**config.mk**
```make
export PLATFORM = sky130hd
export DESIGN_NAME = lease_ranked_offer_queue
export DESIGN_NICKNAME = d
export VERILOG_FILES = /design/src/hw/rtl/lroq_pkg.sv /design/src/hw/rtl/lease_ranked_offer_queue.sv /design/src/hw/rtl/lroq_dp.sv /design/src/hw/rtl/lroq_ctrl.sv
export SDC_FILE = /design/constraint.sdc
export NUM_CORES = 2
export LEC_CHECK = 0
export ABC_AREA = 0
export BUFFER_PORTS_ARGS = -buffer_cell sky130_fd_sc_hd__buf_2
export CAP_MARGIN = 20
export CELL_PAD_IN_SITES_DETAIL_PLACEMENT = 1
export CELL_PAD_IN_SITES_GLOBAL_PLACEMENT = 1
export CORE_MARGIN = 2
export CORE_UTILIZATION = 42
export CTS_BUF_LIST = sky130_fd_sc_hd__clkbuf_8 sky130_fd_sc_hd__clkbuf_16
export DETAILED_ROUTE_END_ITERATION = 6
export HOLD_SLACK_MARGIN = 0.12
export PLACE_DENSITY_LB_ADDON = 0.1
export SYNTH_ARGS = -nofsm -noshare
export SYNTH_HDL_FRONTEND = slang
export SYNTH_SLANG_ARGS = --single-unit
```
**constraint.sdc**
```tcl
create_clock -name clk -period 8.7 [get_ports clk]
set_clock_uncertainty 0.05 [all_clocks]
set_input_delay 0.435 -clock clk [delete_from_list [all_inputs] [get_ports clk]]
set_output_delay 0.435 -clock clk [all_outputs]
set_load 0.02 [all_outputs]
```
**src/hw/rtl/lroq_pkg.sv**
```systemverilog
// Shared types and constants of the lease-ranked offer queue.
// Used by the controller, the datapath, the top level and the checker.
`timescale 1ns / 1ps
`default_nettype none

package lroq_pkg;

	localparam int QUEUE_DEPTH_DEF = 16;

	localparam int LEASE_W  = 32;
	localparam int IP_W     = 32;
	localparam int HANDLE_W = 16;
	localparam int KIND_W   = 3;

	localparam int S_TDATA_W = LEASE_W + IP_W + HANDLE_W + IP_W;
	localparam int M_TDATA_W = HANDLE_W + IP_W;

	typedef enum logic [KIND_W-1:0] {
		KIND_MATCH   = 3'd0,
		KIND_LONGEST = 3'd1,
		KIND_DISCARD = 3'd2,
		KIND_EMPTY   = 3'd3,
		KIND_REJECT  = 3'd4
	} kind_t;

	typedef enum logic {
		OP_INSERT = 1'b0,
		OP_SELECT = 1'b1
	} op_t;

	typedef struct packed {
		logic [LEASE_W-1:0]  lease;
		logic [IP_W-1:0]     ip;
		logic [HANDLE_W-1:0] handle;
	} entry_t;

	typedef enum logic [2:0] {
		IDX_HOLD,
		IDX_CLR,
		IDX_LAST,
		IDX_INC,
		IDX_DEC
	} idx_op_t;

	typedef enum logic [1:0] {
		WR_NONE,
		WR_SHIFT,
		WR_NEW
	} wr_op_t;

	typedef enum logic [1:0] {
		PICK_HOLD,
		PICK_IDX,
		PICK_HEAD
	} pick_op_t;

	typedef enum logic [2:0] {
		OUT_NONE,
		OUT_REJECT,
		OUT_EMPTY,
		OUT_PICK,
		OUT_DISCARD
	} out_sel_t;

	typedef struct packed {
		logic     load_in;
		idx_op_t  idx_op;
		logic     mem_rd;
		logic     rd_pick;
		wr_op_t   wr_op;
		pick_op_t pick_op;
		logic     k_clr;
		logic     k_inc;
		logic     count_clr;
		out_sel_t out_sel;
	} cmd_t;

	typedef struct packed {
		logic op;
		logic cnt_zero;
		logic full;
		logic idx_is_last;
		logic idx_zero;
		logic idx_is_pick;
		logic idx_at_end;
		logic lease_gt;
		logic addr_eq;
		logic out_free;
	} status_t;

endpackage

`default_nettype wire

```
**src/hw/rtl/lease_ranked_offer_queue.sv**
```systemverilog
// Top level of the lease-ranked offer queue: stream ports, controller and datapath.
// Depends on lroq_pkg, lroq_ctrl and lroq_dp.
`timescale 1ns / 1ps
`default_nettype none

// Holds up to QUEUE_DEPTH offers sorted by falling lease time in a single-port
// entry memory with registered read data. One request is taken at a time;
// s_tready is high only while the block is idle. An insert reads the held
// entries from the tail toward the head: each one whose lease does not exceed the
// new one is moved up one place, and the walk stops after the first entry with
// a longer lease or at the head. A select scans entries from the head until the
// first address match (or all n entries), then gives its n results, and any
// result can stall on m_tready; every per-entry step waits on the memory read.
// Results leave through a register, so the next request may be taken while the
// last result waits.
module lease_ranked_offer_queue #(
	parameter int QUEUE_DEPTH = lroq_pkg::QUEUE_DEPTH_DEF
) (
	input  wire                               clk,
	input  wire                               arst_n,
	input  wire                               s_tvalid,
	output logic                              s_tready,
	// lease_time[31:0], offer_addr[63:32], packet_handle[79:64], requested_ip[111:80]
	input  wire [lroq_pkg::S_TDATA_W-1:0]     s_tdata,
	// operation[0]
	input  wire                               s_tuser,
	output logic                              m_tvalid,
	input  wire                               m_tready,
	// packet_handle_res[15:0], entry_ip[47:16]
	output logic [lroq_pkg::M_TDATA_W-1:0]    m_tdata,
	// kind[2:0]
	output logic [lroq_pkg::KIND_W-1:0]       m_tuser,
	output logic                              m_tlast
);

	lroq_pkg::cmd_t                cmd;
	lroq_pkg::status_t             status;
	lroq_pkg::entry_t              in_entry;
	logic [lroq_pkg::IP_W-1:0]     in_req;
	logic [lroq_pkg::HANDLE_W-1:0] out_handle;
	logic [lroq_pkg::IP_W-1:0]     out_ip;

	assign in_entry.lease  = s_tdata[31:0];
	assign in_entry.ip     = s_tdata[63:32];
	assign in_entry.handle = s_tdata[79:64];
	assign in_req          = s_tdata[111:80];

	lroq_ctrl u_ctrl (
		.clk      (clk),
		.arst_n   (arst_n),
		.in_valid (s_tvalid),
		.in_ready (s_tready),
		.status   (status),
		.cmd      (cmd)
	);

	lroq_dp #(
		.QUEUE_DEPTH (QUEUE_DEPTH)
	) u_dp (
		.clk        (clk),
		.arst_n     (arst_n),
		.in_op      (s_tuser),
		.in_entry   (in_entry),
		.in_req     (in_req),
		.cmd        (cmd),
		.status     (status),
		.out_ready  (m_tready),
		.out_valid  (m_tvalid),
		.out_kind   (m_tuser),
		.out_handle (out_handle),
		.out_ip     (out_ip),
		.out_last   (m_tlast)
	);

	assign m_tdata = {out_ip, out_handle};

endmodule

`default_nettype wire

```
**src/hw/rtl/lroq_dp.sv**
```systemverilog
// Datapath of the lease-ranked offer queue: entry memory, index and count
// registers, comparators and the result register. Depends on lroq_pkg.
`timescale 1ns / 1ps
`default_nettype none

module lroq_dp #(
	parameter int QUEUE_DEPTH = lroq_pkg::QUEUE_DEPTH_DEF
) (
	input  wire                                clk,
	input  wire                                arst_n,
	input  wire                                in_op,
	input  wire lroq_pkg::entry_t              in_entry,
	input  wire [lroq_pkg::IP_W-1:0]           in_req,
	input  wire lroq_pkg::cmd_t                cmd,
	output lroq_pkg::status_t                  status,
	input  wire                                out_ready,
	output logic                               out_valid,
	output logic [lroq_pkg::KIND_W-1:0]        out_kind,
	output logic [lroq_pkg::HANDLE_W-1:0]      out_handle,
	output logic [lroq_pkg::IP_W-1:0]          out_ip,
	output logic                               out_last
);

	localparam int IDX_W = (QUEUE_DEPTH > 1) ? $clog2(QUEUE_DEPTH) : 1;
	localparam int CNT_W = $clog2(QUEUE_DEPTH + 1);

	logic                      op_q;
	lroq_pkg::entry_t          new_q;
	logic [lroq_pkg::IP_W-1:0] req_q;

	logic [CNT_W-1:0] count_q;
	logic [CNT_W-1:0] idx_q;
	logic [CNT_W-1:0] k_q;
	logic [IDX_W-1:0] pick_q;
	logic             found_q;

	lroq_pkg::entry_t mem [QUEUE_DEPTH];
	lroq_pkg::entry_t rdata_q;

	logic [IDX_W-1:0] rd_addr;
	logic [IDX_W-1:0] idx_addr;
	logic [CNT_W-1:0] count_m1;

	logic                          out_valid_q;
	logic [lroq_pkg::KIND_W-1:0]   kind_q;
	logic [lroq_pkg::HANDLE_W-1:0] handle_q;
	logic [lroq_pkg::IP_W-1:0]     ip_q;
	logic                          last_q;

	assign idx_addr = idx_q[IDX_W-1:0];
	assign rd_addr  = cmd.rd_pick ? pick_q : idx_addr;
	assign count_m1 = count_q - CNT_W'(1);

	// capture request
	always_ff @(posedge clk) begin
		if (cmd.load_in) begin
			op_q  <= in_op;
			new_q <= in_entry;
			req_q <= in_req;
		end
	end

	// entry memory
	always_ff @(posedge clk) begin
		case (cmd.wr_op)
			lroq_pkg::WR_SHIFT: mem[idx_addr + IDX_W'(1)] <= rdata_q;
			lroq_pkg::WR_NEW:   mem[idx_addr] <= new_q;
			default: ;
		endcase
		if (cmd.mem_rd)
			rdata_q <= mem[rd_addr];
	end

	always_ff @(posedge clk or negedge arst_n) begin
		if (!arst_n) begin
			count_q <= '0;
			idx_q   <= '0;
			k_q     <= '0;
			pick_q  <= '0;
			found_q <= 1'b0;
		end else begin
			if (cmd.count_clr)
				count_q <= '0;
			else if (cmd.wr_op == lroq_pkg::WR_NEW)
				count_q <= count_q + CNT_W'(1);

			case (cmd.idx_op)
				lroq_pkg::IDX_CLR:  idx_q <= '0;
				lroq_pkg::IDX_LAST: idx_q <= count_m1;
				lroq_pkg::IDX_INC:  idx_q <= idx_q + CNT_W'(1);
				lroq_pkg::IDX_DEC:  idx_q <= idx_q - CNT_W'(1);
				default: ;
			endcase

			if (cmd.k_clr)
				k_q <= CNT_W'(1);
			else if (cmd.k_inc)
				k_q <= k_q + CNT_W'(1);

			case (cmd.pick_op)
				lroq_pkg::PICK_IDX: begin
					pick_q  <= idx_addr;
					found_q <= 1'b1;
				end
				lroq_pkg::PICK_HEAD: begin
					pick_q  <= '0;
					found_q <= 1'b0;
				end
				default: ;
			endcase
		end
	end

	assign status.op          = op_q;
	assign status.cnt_zero    = (count_q == '0);
	assign status.full        = (count_q == CNT_W'(QUEUE_DEPTH));
	assign status.idx_is_last = (idx_q == count_m1);
	assign status.idx_zero    = (idx_q == '0);
	assign status.idx_is_pick = (idx_q == CNT_W'(pick_q));
	assign status.idx_at_end  = (idx_q == count_q);
	assign status.lease_gt    = (rdata_q.lease > new_q.lease);
	assign status.addr_eq     = (rdata_q.ip == req_q);
	assign status.out_free    = !out_valid_q || out_ready;

	// result register
	always_ff @(posedge clk or negedge arst_n) begin
		if (!arst_n)
			out_valid_q <= 1'b0;
		else if (cmd.out_sel != lroq_pkg::OUT_NONE)
			out_valid_q <= 1'b1;
		else if (out_ready)
			out_valid_q <= 1'b0;
	end

	always_ff @(posedge clk) begin
		case (cmd.out_sel)
			lroq_pkg::OUT_REJECT: begin
				kind_q   <= lroq_pkg::KIND_REJECT;
				handle_q <= new_q.handle;
				ip_q     <= new_q.ip;
				last_q   <= 1'b1;
			end
			lroq_pkg::OUT_EMPTY: begin
				kind_q   <= lroq_pkg::KIND_EMPTY;
				handle_q <= '0;
				ip_q     <= '0;
				last_q   <= 1'b1;
			end
			lroq_pkg::OUT_PICK: begin
				kind_q   <= found_q ? lroq_pkg::KIND_MATCH : lroq_pkg::KIND_LONGEST;
				handle_q <= rdata_q.handle;
				ip_q     <= rdata_q.ip;
				last_q   <= (count_q == CNT_W'(1));
			end
			lroq_pkg::OUT_DISCARD: begin
				kind_q   <= lroq_pkg::KIND_DISCARD;
				handle_q <= rdata_q.handle;
				ip_q     <= rdata_q.ip;
				last_q   <= (k_q + CNT_W'(1) == count_q);
			end
			default: ;
		endcase
	end

	assign out_valid  = out_valid_q;
	assign out_kind   = kind_q;
	assign out_handle = handle_q;
	assign out_ip     = ip_q;
	assign out_last   = last_q;

endmodule

`default_nettype wire

```
**src/hw/rtl/lroq_ctrl.sv**
```systemverilog
// Controller state machine of the lease-ranked offer queue.
// Drives the datapath command struct from its status struct; depends on lroq_pkg.
`timescale 1ns / 1ps
`default_nettype none

module lroq_ctrl (
	input  wire                     clk,
	input  wire                     arst_n,
	input  wire                     in_valid,
	output logic                    in_ready,
	input  wire lroq_pkg::status_t  status,
	output lroq_pkg::cmd_t          cmd
);

	typedef enum logic [3:0] {
		ST_IDLE,
		ST_DISPATCH,
		ST_INS_RD,
		ST_INS_WR,
		ST_INS_PUT,
		ST_SCAN_RD,
		ST_SCAN_CHK,
		ST_PICK_RD,
		ST_PICK_OUT,
		ST_DISC_CHK,
		ST_DISC_OUT,
		ST_REPLY
	} state_t;

	state_t state_q;
	state_t state_d;

	assign in_ready = (state_q == ST_IDLE);

	always_comb begin
		state_d       = state_q;
		cmd           = '0;
		cmd.idx_op    = lroq_pkg::IDX_HOLD;
		cmd.wr_op     = lroq_pkg::WR_NONE;
		cmd.pick_op   = lroq_pkg::PICK_HOLD;
		cmd.out_sel   = lroq_pkg::OUT_NONE;
		unique case (state_q)
			ST_IDLE: begin
				if (in_valid) begin
					cmd.load_in = 1'b1;
					state_d     = ST_DISPATCH;
				end
			end
			ST_DISPATCH: begin
				if (status.op == lroq_pkg::OP_INSERT) begin
					if (status.full) begin
						state_d = ST_REPLY;
					end else if (status.cnt_zero) begin
						cmd.idx_op = lroq_pkg::IDX_CLR;
						state_d    = ST_INS_PUT;
					end else begin
						cmd.idx_op = lroq_pkg::IDX_LAST;
						state_d    = ST_INS_RD;
					end
				end else if (status.cnt_zero) begin
					state_d = ST_REPLY;
				end else begin
					cmd.idx_op = lroq_pkg::IDX_CLR;
					state_d    = ST_SCAN_RD;
				end
			end
			ST_INS_RD: begin
				cmd.mem_rd = 1'b1;
				state_d    = ST_INS_WR;
			end
			ST_INS_WR: begin
				if (status.lease_gt) begin
					cmd.idx_op = lroq_pkg::IDX_INC;
					state_d    = ST_INS_PUT;
				end else begin
					cmd.wr_op = lroq_pkg::WR_SHIFT;
					if (status.idx_zero) begin
						state_d = ST_INS_PUT;
					end else begin
						cmd.idx_op = lroq_pkg::IDX_DEC;
						state_d    = ST_INS_RD;
					end
				end
			end
			ST_INS_PUT: begin
				cmd.wr_op = lroq_pkg::WR_NEW;
				state_d   = ST_IDLE;
			end
			ST_SCAN_RD: begin
				cmd.mem_rd = 1'b1;
				state_d    = ST_SCAN_CHK;
			end
			ST_SCAN_CHK: begin
				if (status.addr_eq) begin
					cmd.pick_op = lroq_pkg::PICK_IDX;
					state_d     = ST_PICK_RD;
				end else if (status.idx_is_last) begin
					cmd.pick_op = lroq_pkg::PICK_HEAD;
					state_d     = ST_PICK_RD;
				end else begin
					cmd.idx_op = lroq_pkg::IDX_INC;
					state_d    = ST_SCAN_RD;
				end
			end
			ST_PICK_RD: begin
				cmd.mem_rd  = 1'b1;
				cmd.rd_pick = 1'b1;
				state_d     = ST_PICK_OUT;
			end
			ST_PICK_OUT: begin
				if (status.out_free) begin
					cmd.out_sel = lroq_pkg::OUT_PICK;
					cmd.idx_op  = lroq_pkg::IDX_CLR;
					cmd.k_clr   = 1'b1;
					state_d     = ST_DISC_CHK;
				end
			end
			ST_DISC_CHK: begin
				if (status.idx_at_end) begin
					cmd.count_clr = 1'b1;
					state_d       = ST_IDLE;
				end else if (status.idx_is_pick) begin
					cmd.idx_op = lroq_pkg::IDX_INC;
				end else begin
					cmd.mem_rd = 1'b1;
					state_d    = ST_DISC_OUT;
				end
			end
			ST_DISC_OUT: begin
				if (status.out_free) begin
					cmd.out_sel = lroq_pkg::OUT_DISCARD;
					cmd.k_inc   = 1'b1;
					cmd.idx_op  = lroq_pkg::IDX_INC;
					state_d     = ST_DISC_CHK;
				end
			end
			ST_REPLY: begin
				if (status.out_free) begin
					cmd.out_sel = (status.op == lroq_pkg::OP_SELECT) ?
						lroq_pkg::OUT_EMPTY : lroq_pkg::OUT_REJECT;
					state_d = ST_IDLE;
				end
			end
			default: state_d = ST_IDLE;
		endcase
	end

	always_ff @(posedge clk or negedge arst_n) begin
		if (!arst_n)
			state_q <= ST_IDLE;
		else
			state_q <= state_d;
	end

endmodule

`default_nettype wire

```
==> out/qor.csv <==
metric,value,unit
status,"complete, but fails checks",
failed_checks,design-rule violations,
synthMuxAreaShare,13.5,%
die_w,385,um
crit_buf_inv,2,
die_h,385,um
grt_max_degree,127,
period_share,71.3,%
grt_pass1_wl,231000,um
place_inst,4946,
synth-simple-area-share,3.14,%
area_growth,15.4,%
firstDrtPassIters,7,
slew_headroom,21.8,%
vias,30500,
tightestPinTransition,1.17,ns
ys.flop_type,edfxtp_1,
layout_common_cells,"edfxtp_1 (1525), mux4_2 (320), nand2_1 (193), buf_2 (170), clkbuf_16 (169)",
postSynthNetCount,3140,
rsz0062_at_grt,no,
coreArea,144000,sq um
hpwl,86200,um
routed.top_layer,met4,
cp-end-kind,flip-flop,
p_leak,23.1,nW
arrival,6.54,ns
cts_buffers,163,
wl_met2,78100,um
grt_pass1_vias,33200,
slew_viol_final,0,
antenna_cells,0,
ios,171,
post-cts-setup-buffers,0,
max_stage_delay,0.82,ns
finalWorstSetupSlack,2.50,ns
instances_no_fill,5356,
finalSetupViolations,0,
syn_avg_cell_area,20.4,sq um
drive_above_1_share,25.2,%
wl_met1,69400,um
wl_met3,6230,um
cts.sinks,1550,
pre_cts_slack,2.42,ns
critPathLaunch,u_dp.rdata_q[59],
rows,139,
synthArstFlopShare,1.61,%
wl_per_cell,29.2,um
yosys_warnings,0,
drt-vias-per-instance,5.69,
antenna_found_initial,4,
path_delay_family,simple AND/OR/NAND/NOR gates,
synth_xor_area_share,0.907,%
fin_tns_setup,0,ns
cap_violations,0,
hold_viol_final,0,
dieArea,148000,sq um
start_util,42.3,%
synth_area_leaders,"edfxtp_1 (75%), mux4_2 (12%), mux2_2 (1.5%)",
crit_chain,ha_1 -> nand4_1 -> or3_1 -> a21oi_1 -> o311a_1 -> nor2_1 -> nand2_1 -> ha_4 -> nor3_1 -> a21oi_1 -> a21oi_1 -> nor2_4 -> buf_4 -> buf_4,
nNetsFinal,3484,
start_kind,flip-flop,
p_per_area,330,nW/um^2
synth_fa_ha_area_share,0.917,%
synth_seq_cells,1550,
drc,8,
synth_compound_area_share,3.54,%
final_antenna_net_count,0,
cts.htree.levels,4,
wl,156000,um
yosysTopAreaCellShare,75.3,%
crit_top_cell,a21oi_1,
reg2reg_from,u_dp.rdata_q[59],
postCtsHoldBufs,115,
slowest_stage,buf_4,
crit_fanout,56,
synth_top_family_by_area,multiplexers,
clkLatencyLatePin,0.78,ns
netlist_instances,2979,
ir_worst_vdd,0.197,mV
grt_use_total,21.5,%
gr-total-overflow,0,
synth_top_area_cell,edfxtp_1,
root_buffer,clkbuf_16,
fin_crit,6.20,ns
cts_buffer_depth,3,
max_freq,161,MHz
final_common_cell,edfxtp_1,
clk_pin_slew,0.06,ns
synth_area,60800,sq um
synth-edff-count,1525,
yosysSeqAreaShare,76.3,%
ctsResizeCount,0,
finish.utilization,48.9,%
hold_path_class,in -> async,
cts_tree,done,
nFillCells,13000,
drt_iter0_drc,2351,
worstSetupPathType,reg -> reg,
numPortBuffers,170,
place.gp.congestion,0.760,
critPathRequiredTime,9.04,ns
synth_cell_type_count,60,
cells by family after synthesis:
group / after synthesis
xor gates and xnor gates: 63
and+or+nand+nor: 403
AOI/OAI and AO/OA: 305
buffers and inverters: 206
DFF: 1550
adders and majority gates: 44
muxes: 408
per-layer routing:
| layer | GRT usage (%) | vias up |
|---|---|---|
| met5 | 0 | - |
| met4 | 4.48 | 0 |
| met3 | 2.95 | 184 |
| met2 | 35.9 | 693 |
| met1 | 30.4 | 16600 |
| li1 | - | 12900 |
final cells by class:
type	instances	area (sq um)	area share, %
clock buffer	169	4230	6.02
clock inverter	126	793	1.13
inverter	47	176	0.251
multi-input combinational	1223	13600	19.4
sequential	1550	46400	66.1
tap	1903	2380	3.39
timing repair buffer	338	2630	3.74
worst register-to-register path: cells and delay by family (launching register included):
family | cells | cell delay [ns]
adder cells (fa/ha/maj) | 2 | 1.10
flip-flops | 1 | 0.39
AO/OA/AOI/OAI | 4 | 1.11
AND/OR/NAND/NOR | 6 | 1.64
buffers and inverters | 2 | 1.47
synthesized netlist by cell type, types with 10 or more instances:
library cell / n
mux4_2: 320
xor2_1: 42
buf_4: 10
buf_2: 35
clkbuf_1: 83
and2_1: 79
edfxtp_1: 1525
a211oi_1: 80
mux2_2: 80
nand4_1: 13
a22o_1: 50
dfrtp_1: 25
nor2_1: 44
nor3_1: 19
a21oi_1: 29
nor4_1: 13
o21ai_0: 21
ha_1: 43
nand2_1: 193
xnor2_1: 21
inv_1: 47
a31oi_1: 89
buf_6: 23
sequential cells by signal (all words and copies together), names as in the netlist:
register,count
u_dp.found_q,1
u_dp.out_ip,32
u_dp.out_kind,3
u_dp.idx_q,5
u_ctrl.state_q,4
u_dp.mem,1280
u_dp.rdata_q,80
u_dp.count_q,5
u_dp.pick_q,4
u_dp.k_q,5
u_dp.req_q,32
u_dp.out_valid,1
u_dp.out_handle,16
u_dp.out_last,1
u_dp.new_q,80
u_dp.op_q,1
where the power goes:
group / internal (W) / switching (W) / total (W)
registers: 0.0102 / 0.000448 / 0.0106
logic: 0.00214 / 0.00382 / 0.00596
clock network: 0.00371 / 0.00287 / 0.00658
path summary, 6_finish.rpt:
path                                          end  slack [ns]  cells after the start
worst min-delay path               u_dp.pick_q[2]        0.22                      2
max in group asynchronous       u_ctrl.state_q[2]        7.94                      2
worst max register to register    u_dp.mem[4][15]        2.50                     14
min in group clk                u_ctrl.state_q[3]        0.22                      5
worst min register to register        u_dp.k_q[1]        0.48                      2
worst max-delay path              u_dp.mem[4][15]        2.50                     14
stage by stage:
step / total power (W) / instance area [sq um] / hold slack, ns
2_1_floorplan: 0.0147 / 60800 / 0.0894
3_3_place_gp: 0.0166 / 64000 / 0.454
3_5_place_dp: 0.0169 / 64000 / 0.466
4_1_cts: 0.0235 / 70200 / 0.181
5_1_grt: 0.0242 / 70200 / 0.257
6_report: 0.0232 / 70200 / 0.224
Note: power is estimated with default switching activity, not from simulation.
